## config.mk

```make
export PLATFORM = sky130hd
export DESIGN_NAME = unsigned_128_bit_divider_top
export DESIGN_NICKNAME = d
export VERILOG_FILES = /design/src/hw/rtl/udiv_pkg.sv /design/src/hw/rtl/unsigned_128_bit_divider_top.sv /design/src/hw/rtl/udiv_ctrl.sv /design/src/hw/rtl/udiv_dp.sv
export SDC_FILE = /design/constraint.sdc
export NUM_CORES = 1
export LEC_CHECK = 0
export ABC_AREA = 1
export BUFFER_PORTS_ARGS = -buffer_cell sky130_fd_sc_hd__clkbuf_2
export CAP_MARGIN = 40
export CORE_UTILIZATION = 40
export CTS_CLUSTER_DIAMETER = 100
export CTS_CLUSTER_SIZE = 20
export DETAILED_ROUTE_END_ITERATION = 8
export GPL_TIMING_DRIVEN = 0
export PLACE_DENSITY = 0.68
export SLEW_MARGIN = 15
export SYNTH_ARGS = -nofsm -noshare
export SYNTH_HDL_FRONTEND = slang
export SYNTH_SLANG_ARGS = --single-unit
```

## constraint.sdc

```tcl
create_clock -name clk -period 31.6 [get_ports clk]
set_input_delay 7.9 -clock clk [delete_from_list [all_inputs] [get_ports clk]]
set_output_delay 7.9 -clock clk [all_outputs]
set_load 0.01 [all_outputs]
```

## src/hw/rtl/udiv_pkg.sv

```systemverilog
package udiv_pkg;

  localparam int WORD_W = 64;
  localparam int WIDE_W = 2 * WORD_W;
  // one quotient bit per step
  localparam int STEPS  = WIDE_W;
  localparam int CNT_W  = $clog2(STEPS);

  typedef struct packed {
    logic [WORD_W-1:0] dividend_high;
    logic [WORD_W-1:0] dividend_low;
    logic [WORD_W-1:0] divisor_high;
    logic [WORD_W-1:0] divisor_low;
  } udiv_in_t;

  typedef struct packed {
    logic [WORD_W-1:0] quotient_high;
    logic [WORD_W-1:0] quotient_low;
    logic [WORD_W-1:0] remainder_high;
    logic [WORD_W-1:0] remainder_low;
    logic              divide_by_zero;
  } udiv_out_t;

  // controller to datapath
  typedef struct packed {
    logic load;   // capture operands
    logic step;   // one shift-subtract step
    logic write;  // move result into the output register
  } udiv_cmd_t;

endpackage

```

## src/hw/rtl/unsigned_128_bit_divider_top.sv

```systemverilog
// 128-bit unsigned divider, restoring shift-subtract.
//
// Input channel (in_valid/in_ready/in_data): one beat carries the dividend
// and divisor, each as 64-bit high and low halves. Output channel
// (out_valid/out_ready/out_data): one beat per input beat with quotient,
// remainder and a divide_by_zero flag.
//
// Sequence: operands load at the accepting edge, then 128 steps of the
// 129-bit subtractor, then one write moves the result to the output register.
// in_ready is high only while idle, so a new beat waits for that write.
// A zero divisor still runs the full sequence and returns divide_by_zero=1
// with all quotient and remainder fields zero.
//
// The result sits in its own output register, so it may wait for out_ready
// while the next division is already running. If the receiver still holds
// the previous result when a new one is done, the block waits in its write
// state and holds off further input until the output register frees up.
//
// Reset (rst_n low, synchronous) returns the controller to idle and drops
// out_valid; any division in flight is discarded.
module unsigned_128_bit_divider_top
  import udiv_pkg::*;
(
  input  logic      clk,
  input  logic      rst_n,
  input  logic      in_valid,
  output logic      in_ready,
  input  udiv_in_t  in_data,
  output logic      out_valid,
  input  logic      out_ready,
  output udiv_out_t out_data
);

  udiv_cmd_t cmd;

  // sequencing: step count and handshakes
  udiv_ctrl u_ctrl (
    .clk       (clk),
    .rst_n     (rst_n),
    .in_valid  (in_valid),
    .in_ready  (in_ready),
    .out_valid (out_valid),
    .out_ready (out_ready),
    .cmd       (cmd)
  );

  // operand, partial remainder and result registers
  udiv_dp u_dp (
    .clk      (clk),
    .cmd      (cmd),
    .in_data  (in_data),
    .out_data (out_data)
  );

`ifndef SYNTHESIS
  // busy right after taking a beat
  a_busy_after_accept: assert property (@(posedge clk) disable iff (!rst_n)
    (in_valid && in_ready) |=> !in_ready)
    else $error("in_ready high right after accept");

  // a new result appears only out of the busy phase
  a_result_from_busy: assert property (@(posedge clk) disable iff (!rst_n)
    $rose(out_valid) |-> !$past(in_ready))
    else $error("result raised without a division in flight");

  // divide by zero gives all-zero fields
  a_dbz_zero: assert property (@(posedge clk) disable iff (!rst_n)
    (out_valid && out_data.divide_by_zero) |->
      (out_data.quotient_high == '0 && out_data.quotient_low == '0 &&
       out_data.remainder_high == '0 && out_data.remainder_low == '0))
    else $error("nonzero fields on divide by zero");
`endif

endmodule

```

## src/hw/rtl/udiv_ctrl.sv

```systemverilog
module udiv_ctrl
  import udiv_pkg::*;
(
  input  logic      clk,
  input  logic      rst_n,
  input  logic      in_valid,
  output logic      in_ready,
  output logic      out_valid,
  input  logic      out_ready,
  output udiv_cmd_t cmd
);

  typedef enum logic [1:0] {
    ST_IDLE,
    ST_RUN,
    ST_WRITE
  } state_t;

  localparam logic [CNT_W-1:0] LAST_STEP = CNT_W'(STEPS - 1);

  state_t           state_r;
  logic [CNT_W-1:0] cnt_r;
  logic             out_valid_r;

  always_comb begin
    cmd.load  = (state_r == ST_IDLE) && in_valid;
    cmd.step  = (state_r == ST_RUN);
    cmd.write = (state_r == ST_WRITE) && (!out_valid_r || out_ready);
  end

  assign in_ready  = (state_r == ST_IDLE);
  assign out_valid = out_valid_r;

  always_ff @(posedge clk) begin
    if (!rst_n) begin
      state_r     <= ST_IDLE;
      cnt_r       <= '0;
      out_valid_r <= 1'b0;
    end else begin
      // a write refills the output register, otherwise a taken beat empties it
      if (cmd.write) begin
        out_valid_r <= 1'b1;
      end else if (out_valid_r && out_ready) begin
        out_valid_r <= 1'b0;
      end
      case (state_r)
        ST_IDLE: begin
          if (in_valid) begin
            cnt_r   <= '0;
            state_r <= ST_RUN;
          end
        end
        ST_RUN: begin
          cnt_r <= cnt_r + 1'b1;
          if (cnt_r == LAST_STEP) begin
            state_r <= ST_WRITE;
          end
        end
        ST_WRITE: begin
          // wait here until the output register is free
          if (cmd.write) begin
            state_r <= ST_IDLE;
          end
        end
        default: begin
          state_r <= ST_IDLE;
        end
      endcase
    end
  end

endmodule

```

## src/hw/rtl/udiv_dp.sv

```systemverilog
module udiv_dp
  import udiv_pkg::*;
(
  input  logic      clk,
  input  udiv_cmd_t cmd,
  input  udiv_in_t  in_data,
  output udiv_out_t out_data
);

  logic [WIDE_W-1:0] rem_r, rem_nxt;
  logic [WIDE_W-1:0] quo_r, quo_nxt;  // dividend bits shift out, quotient bits shift in
  logic [WIDE_W-1:0] den_r;
  logic              dbz_r;
  udiv_out_t         res_r, res_nxt;

  logic [WIDE_W:0]   part;
  logic [WIDE_W:0]   diff;
  logic              fits;

  always_comb begin
    part    = {rem_r, quo_r[WIDE_W-1]};
    diff    = part - {1'b0, den_r};
    fits    = !diff[WIDE_W];
    // partial remainder stays below the divisor, so it fits in WIDE_W bits
    rem_nxt = fits ? diff[WIDE_W-1:0] : part[WIDE_W-1:0];
    quo_nxt = {quo_r[WIDE_W-2:0], fits};
  end

  always_comb begin
    if (dbz_r) begin
      res_nxt                = '0;
      res_nxt.divide_by_zero = 1'b1;
    end else begin
      res_nxt.quotient_high  = quo_r[WIDE_W-1:WORD_W];
      res_nxt.quotient_low   = quo_r[WORD_W-1:0];
      res_nxt.remainder_high = rem_r[WIDE_W-1:WORD_W];
      res_nxt.remainder_low  = rem_r[WORD_W-1:0];
      res_nxt.divide_by_zero = 1'b0;
    end
  end

  always_ff @(posedge clk) begin
    if (cmd.load) begin
      rem_r <= '0;
      quo_r <= {in_data.dividend_high, in_data.dividend_low};
      den_r <= {in_data.divisor_high, in_data.divisor_low};
      dbz_r <= ({in_data.divisor_high, in_data.divisor_low} == '0);
    end else if (cmd.step) begin
      rem_r <= rem_nxt;
      quo_r <= quo_nxt;
    end
    if (cmd.write) begin
      res_r <= res_nxt;
    end
  end

  assign out_data = res_r;

endmodule

```

==> reports/metrics.yaml, run 1 <==
drc_errors: 0
clk_pin_slew_ps: 90
synthesis.area_sq_um: 40100
clk_root_buffer_cell: "clkbuf_16"
antenna_found_initial: 9
worst_ir_drop_vdd_v: 0.0000446
fmax_mhz: 102
finalMaxSlewViolations: 0
setup_viol: 0
die_w_um: 319
clk_path_buf_depth: 3
track_usage_pct: 28.7
layout.nets: 6779
worstSetupEndpointType: "flop"
fin_setup_tns_ps: 0
hold_buffers: 0
regToRegStartpoint: "u_dp.den_r[96]$_DFFE_PP_"
critPathRequiredTime_ps: 32070
ys_types: 37
hold_end: "u_dp.rem_r[37]$_SDFFE_PP0P_"
grt_setup_unrepaired: "no"
hp-class: "flop to flop"
cts_made_buffers: 42
cts_sinks: 652
r2r_end: "u_dp.rem_r[120]$_SDFFE_PP0P_"
post_cts_buffers: 0
numPortBuffers: 518
status: "finished, final reports clean"
post_drt_wl_per_cell_um: 19.2
start_util_pct: 40.6
crit_type: "input port to flop"
cts_tree: "done"
syn_nets: 6195
p_clk_share_pct: 15.9
num_vias: 36800
synth_seq_cells: 652
power_frac_seq_pct: 32.4
hold_violations: 0
fillCellCount: 10300
ctsResizeCount: 0
cp-start-kind: "input port"
rr_worst_depth: 19
min_period_ps: 9760
comb_power_share_pct: 51.6
drt_iter0_drc: 3276
yosysWarnings: 0
slew-limit-headroom_pct: 40.5
globalplace.congestion: 1.08
drv_cap: 0
grt_start_max_net_pins: 98
period_share_pct: 30.9
grt_pass1_wl_mm: 215
worstPathArrival_ps: 10230
power.internal_uw: 1900
rows: 115
place_ws_ps: 21120
die_h_um: 319
setup_slack_ps: 21840
syn_to_final_growth_pct: 14.9
max_slew.worst_pin.slew_ps: 890
ff2ff_setup_slack_ps: 27960
cts_max_level: 2
avgSynthCellArea_sq_um: 6.91
vias_per_cell: 4.77
switching_share_pct: 47.7
min_path_cells: 2
ant_nets: 0
ios: 519
critical_path.max_fanout: 2
routed_wirelength_mm: 148
synth_seq_area_share_pct: 45.4
synthCells: 5805
coreArea_sq_um: 98900
p_per_area_nw_per_um2: 78.9
drive_above_1_share_pct: 10.5
hpwl_mm: 125
drtPass1Iterations: 6
fin_worst_skew_ps: 34.4
grt_pass1_vias: 34800
dieArea_sq_um: 102000
overflow: 0
hp-start: "u_dp.rem_r[37]$_SDFFE_PP0P_"
leakage_uw: 0.0247
power_switching_uw: 1730
clkLatencyLatePin_ps: 650
synth_stat cells:
cell	instances	area, sq um
nor2_1	564	2120
clkinv_1	3	11.3
nor3_1	22	110
nor2_2	8	50.1
edfxtp_1	514	15400
inv_1	1380	5180
nor4_1	36	225
a21oi_2	1	8.76
buf_6	15	169
buf_2	4	20.0
nand3b_1	9	67.6
a22oi_1	1	7.51
xor2_1	56	490
buf_8	2	30.0
ha_1	129	1610
nand2_1	2308	8660
nand4_1	30	188
nand3_1	211	1060
buf_4	12	90.1
a221oi_1	4	35.0
clkbuf_1	74	278
and3_1	1	6.26
o21ai_0	140	701
and2_1	6	37.5
xnor2_1	7	61.3
a21boi_1	1	7.51
nand2_4	1	11.3
inv_2	8	30.0
a311oi_1	1	8.76
dfxtp_1	138	2760
buf_1	6	22.5
fa_1	1	20.0
o21bai_1	4	30.0
nand2_2	20	125
nor2_4	1	11.3
o21ai_1	1	5.00
a21oi_1	86	430
cells by family (layout without fill, tap and decap cells):
| group | count (synthesis) | count (layout) | share of synthesized area, % |
|---|---|---|---|
| adders and majority gates | 130 | 130 | 4.07 |
| other | 0 | 2 | 0 |
| and+or+nand+nor | 3217 | 3217 | 31.6 |
| AOI/OAI and AO/OA | 239 | 239 | 3.08 |
| DFF | 652 | 652 | 45.4 |
| xor gates and xnor gates | 63 | 63 | 1.38 |
| buffers and inverters | 1504 | 2122 | 14.5 |
worst max-delay path, cell delays in order:
cell      delay (ps)
clkbuf_2         130
nor4_1           680
nand4_1          390
nor4_1           600
buf_2            260
and2_1           260
layout make-up:
cell class | instances | area, sq um | area share (%)
Tap cell | 1287 | 1610 | 3.49
Antenna cell | 2 | 5.00 | 0.0109
Inverter | 1391 | 5230 | 11.3
Clock buffer | 66 | 1160 | 2.52
Buffer | 113 | 614 | 1.33
Sequential cell | 652 | 18200 | 39.5
Multi-Input combinational cell | 3649 | 16100 | 35.0
Timing Repair Buffer | 540 | 3000 | 6.51
Clock inverter | 12 | 158 | 0.342
worst max-delay path by stage:
stage                start                              end  slack [ps]  cells past startpoint
2_1_floorplan    out_ready       u_dp.out_data[0]$_DFFE_PP_       12010                      2
3_3_place_gp     out_ready  u_dp.out_data[36]$_SDFFCE_PP0P_        6130                      3
3_5_place_dp   in_data[76]             u_dp.dbz_r$_DFFE_PP_       21120                      6
4_1_cts        in_data[76]             u_dp.dbz_r$_DFFE_PP_       21800                      6
5_1_grt          out_ready  u_dp.out_data[39]$_SDFFCE_PP0P_       21830                      9
6_report       in_data[76]             u_dp.dbz_r$_DFFE_PP_       21840                      6
flip-flops by register name (all words and copies together), names as in the netlist:
register / flops
u_dp.quo_r: 128
u_ctrl.state_r: 2
u_dp.den_r: 128
u_dp.dbz_r: 1
u_dp.rem_r: 128
u_ctrl.cnt_r: 7
u_ctrl.out_valid: 1
u_dp.out_data: 257
cells in the final DEF, fill, tap and decap left out, types with 4 or more instances in the layout:
master     count
a221oi_1       4
nor4_1        34
nand2_2       20
nor3_1        22
inv_1       1379
nor2_2         9
buf_2          5
clkbuf_2     519
buf_4         13
buf_16         7
buf_12         6
xor2_1        56
nand2_1     2308
xnor2_1        7
clkbuf_1      95
and2_1         6
nand3_1      211
edfxtp_1     514
nor2_1       562
nand4_1       30
nand3b_1       9
inv_2          8
dfxtp_1      138
buf_1          6
clkbuf_16     43
a21oi_1       86
o21ai_0      140
buf_6         19
ha_1         129
o21bai_1       4
metrics by stage:
step | cell area, sq um | total power, uW | hold slack (ps) | util, % | instances
after CTS | 46100 | 3630 | 478 | 46.6 | 7710
after global routing | 46100 | 3900 | 493 | 46.6 | 7711
final | 46100 | 3640 | 476 | 46.6 | 7712
after floorplan | 40100 | 2400 | 447 | - | 5805
after global placement | 44300 | 3030 | 458 | 44.8 | 7610
after detailed placement | 44800 | 3040 | 465 | 45.3 | 7632
layer usage:
metal | track usage [%] | wire length (um) | vias up
met3 | 4.04 | 9890 | 218
met2 | 48.3 | 68300 | 1208
li1 | - | - | 18500
met1 | 37.1 | 63100 | 16800
met5 | 0 | 69 | -
met4 | 11.0 | 6340 | 10
power by group through the flow:
stage / Clock [uW] / Combinational (uW) / Sequential (uW)
3_5_place_dp: 0 / 1840 / 1200
3_3_place_gp: 0 / 1820 / 1210
6_report: 579 / 1880 / 1180
2_1_floorplan: 0 / 1210 / 1190
4_1_cts: 595 / 1850 / 1180
5_1_grt: 622 / 2080 / 1200
Power figures use the tool's default switching activity.
==> run 2: changes to the inputs <==
Clock period 31.6 ns to 9 ns, I/O delays scaled along.
==> run 2 against run 1 <==
Net effect:
- routed wire length increased by 5.1%
- register-to-register slack got worse by 23000 ps
- non-clock buffer count increased by 3
- flip-flop and latch count unchanged
- utilization increased by 0.056 points
- global-route usage increased by 1.4 points
- critical path type is now flop to flop
- largest cell class unchanged
==> reports/metrics.yaml, run 2 (synthesis results as in run 1) <==
status: "finished, final reports clean"
place_ws_ps: 4260
num_vias: 36600
p_clk_share_pct: 15.8
cts_max_level: 2
coreArea_sq_um: 98900
clk_pin_slew_ps: 80
globalplace.congestion: 1.00
drt_iter0_drc: 2824
hp-class: "flop to flop"
switching_share_pct: 48.2
drive_above_1_share_pct: 10.5
hp-start: "u_dp.rem_r[54]$_SDFFE_PP0P_"
post_drt_wl_per_cell_um: 20.1
track_usage_pct: 30.1
layout.nets: 6782
regToRegStartpoint: "u_dp.den_r[55]$_DFFE_PP_"
comb_power_share_pct: 52.1
grt_pass1_vias: 35200
cts_sinks: 652
routed_wirelength_mm: 155
die_w_um: 319
critical_path.max_fanout: 10
vias_per_cell: 4.74
ios: 519
drtPass1Iterations: 5
hpwl_mm: 132
power_frac_seq_pct: 32.1
leakage_uw: 0.0247
setup_slack_ps: 4980
drv_cap: 0
cts_tree: "done"
post_cts_buffers: 0
setup_viol: 0
hold_buffers: 0
start_util_pct: 40.6
slew-limit-headroom_pct: 42.6
fin_worst_skew_ps: 29.4
hold_violations: 0
numPortBuffers: 518
cp-start-kind: "flop"
critPathRequiredTime_ps: 9550
finalMaxSlewViolations: 0
die_h_um: 319
clkLatencyLatePin_ps: 650
syn_to_final_growth_pct: 15.0
layout_common_cells: "2308 x nand2_1, 1379 x inv_1, 562 x nor2_1"
grt_setup_unrepaired: "no"
fin_util_pct: 46.7
ctsResizeCount: 0
fin_setup_tns_ps: 0
hold_ws_ps: 474
fmax_mhz: 249
power_switching_uw: 6220
rows: 115
period_share_pct: 44.7
fillCellCount: 10300
dieArea_sq_um: 102000
grt_pass1_wl_mm: 224
worstSetupEndpointType: "flop"
clk_path_buf_depth: 3
cts_made_buffers: 42
overflow: 0
max_slew.worst_pin.slew_ps: 855
clk_root_buffer_cell: "clkbuf_16"
worst_ir_drop_vdd_v: 0.000180
p_per_area_nw_per_um2: 279
crit_type: "flop to flop"
min_period_ps: 4020
power.internal_uw: 6670
largest_reg_flops: 257
antenna_found_initial: 5
critPathLaunch: "u_dp.den_r[55]$_DFFE_PP_"
worstPathArrival_ps: 4570
drc_errors: 0
ant_nets: 0
final_common_cell: "nand2_1"
grt_start_max_net_pins: 68
==> run 2: cell types whose count changed in the layout (fill, tap and decap cells not counted), moves of 2 or more <==
cell,previous run,this run
inv_12,1,3
diode_2,2,5
inv_8,3,0
clkdlybuf4s15_2,1,3
clkbuf_1,95,97
clkinv_8,1,3
buf_8,3,6
==> run 2: final timing paths <==
check / to / slack, ps / cells after the start
max: u_dp.rem_r[120]$_SDFFE_PP0P_ / 4980 / 19
min: u_dp.rem_r[54]$_SDFFE_PP0P_ / 470 / 2
max reg2reg: u_dp.rem_r[120]$_SDFFE_PP0P_ / 4980 / 19
min reg2reg: u_dp.rem_r[54]$_SDFFE_PP0P_ / 470 / 2
==> run 2: worst max-delay path, stage by stage (launching register included) <==
cell      delay [ps]
edfxtp_1         340
inv_1             40
ha_1             440
nand2_1          150
nor2_1           590
nand2_1          350
nor2_4           270
nand2_1          120
clkinv_1          80
nand2_2           50
nand2_2          150
nand2_2           90
nand2_2           80
nand2_1           60
nand2_1          100
buf_6            300
buf_4            320
nand2_1          170
nand3_1          150
nand2_1           60
==> run 2: final cells by class <==
type / count / area [sq um] / area share (%)
clock buffers: 67 / 1140 / 2.48
multi-input cells: 3649 / 16100 / 34.9
inverters: 1391 / 5230 / 11.3
diodes: 5 / 12.5 / 0.0271
flip-flops and latches: 652 / 18200 / 39.4
well taps: 1287 / 1610 / 3.49
clock inverters: 11 / 164 / 0.355
plain buffers: 113 / 614 / 1.33
repair buffers: 543 / 3060 / 6.63
==> run 2: power groups by stage <==
stage / clock, uW / sequential [uW] / combinational (uW)
after floorplan: 0 / 4160 / 4240
after global placement: 0 / 4230 / 6550
after detailed placement: 0 / 4200 / 6610
after CTS: 2070 / 4140 / 6650
after global routing: 2170 / 4190 / 7440
final: 2030 / 4140 / 6710
==> run 2: per-layer routing <==
layer / GRT usage [%] / up-vias / part of all wire [%]
li1: - / 18500 / -
met1: 40.2 / 16900 / 45
met2: 51.5 / 1045 / 47
met3: 3.61 / 138 / 5.5
met4: 7.41 / 2 / 2.5
met5: 0 / - / 0.0084
==> run 2: stage by stage <==
step	cell area (sq um)	std cells	total power [uW]
after floorplan	40100	5805	8400
after global placement	44300	7610	10800
after detailed placement	44800	7635	10800
after CTS	46100	7713	12900
after global routing	46100	7716	13800
final	46100	7718	12900
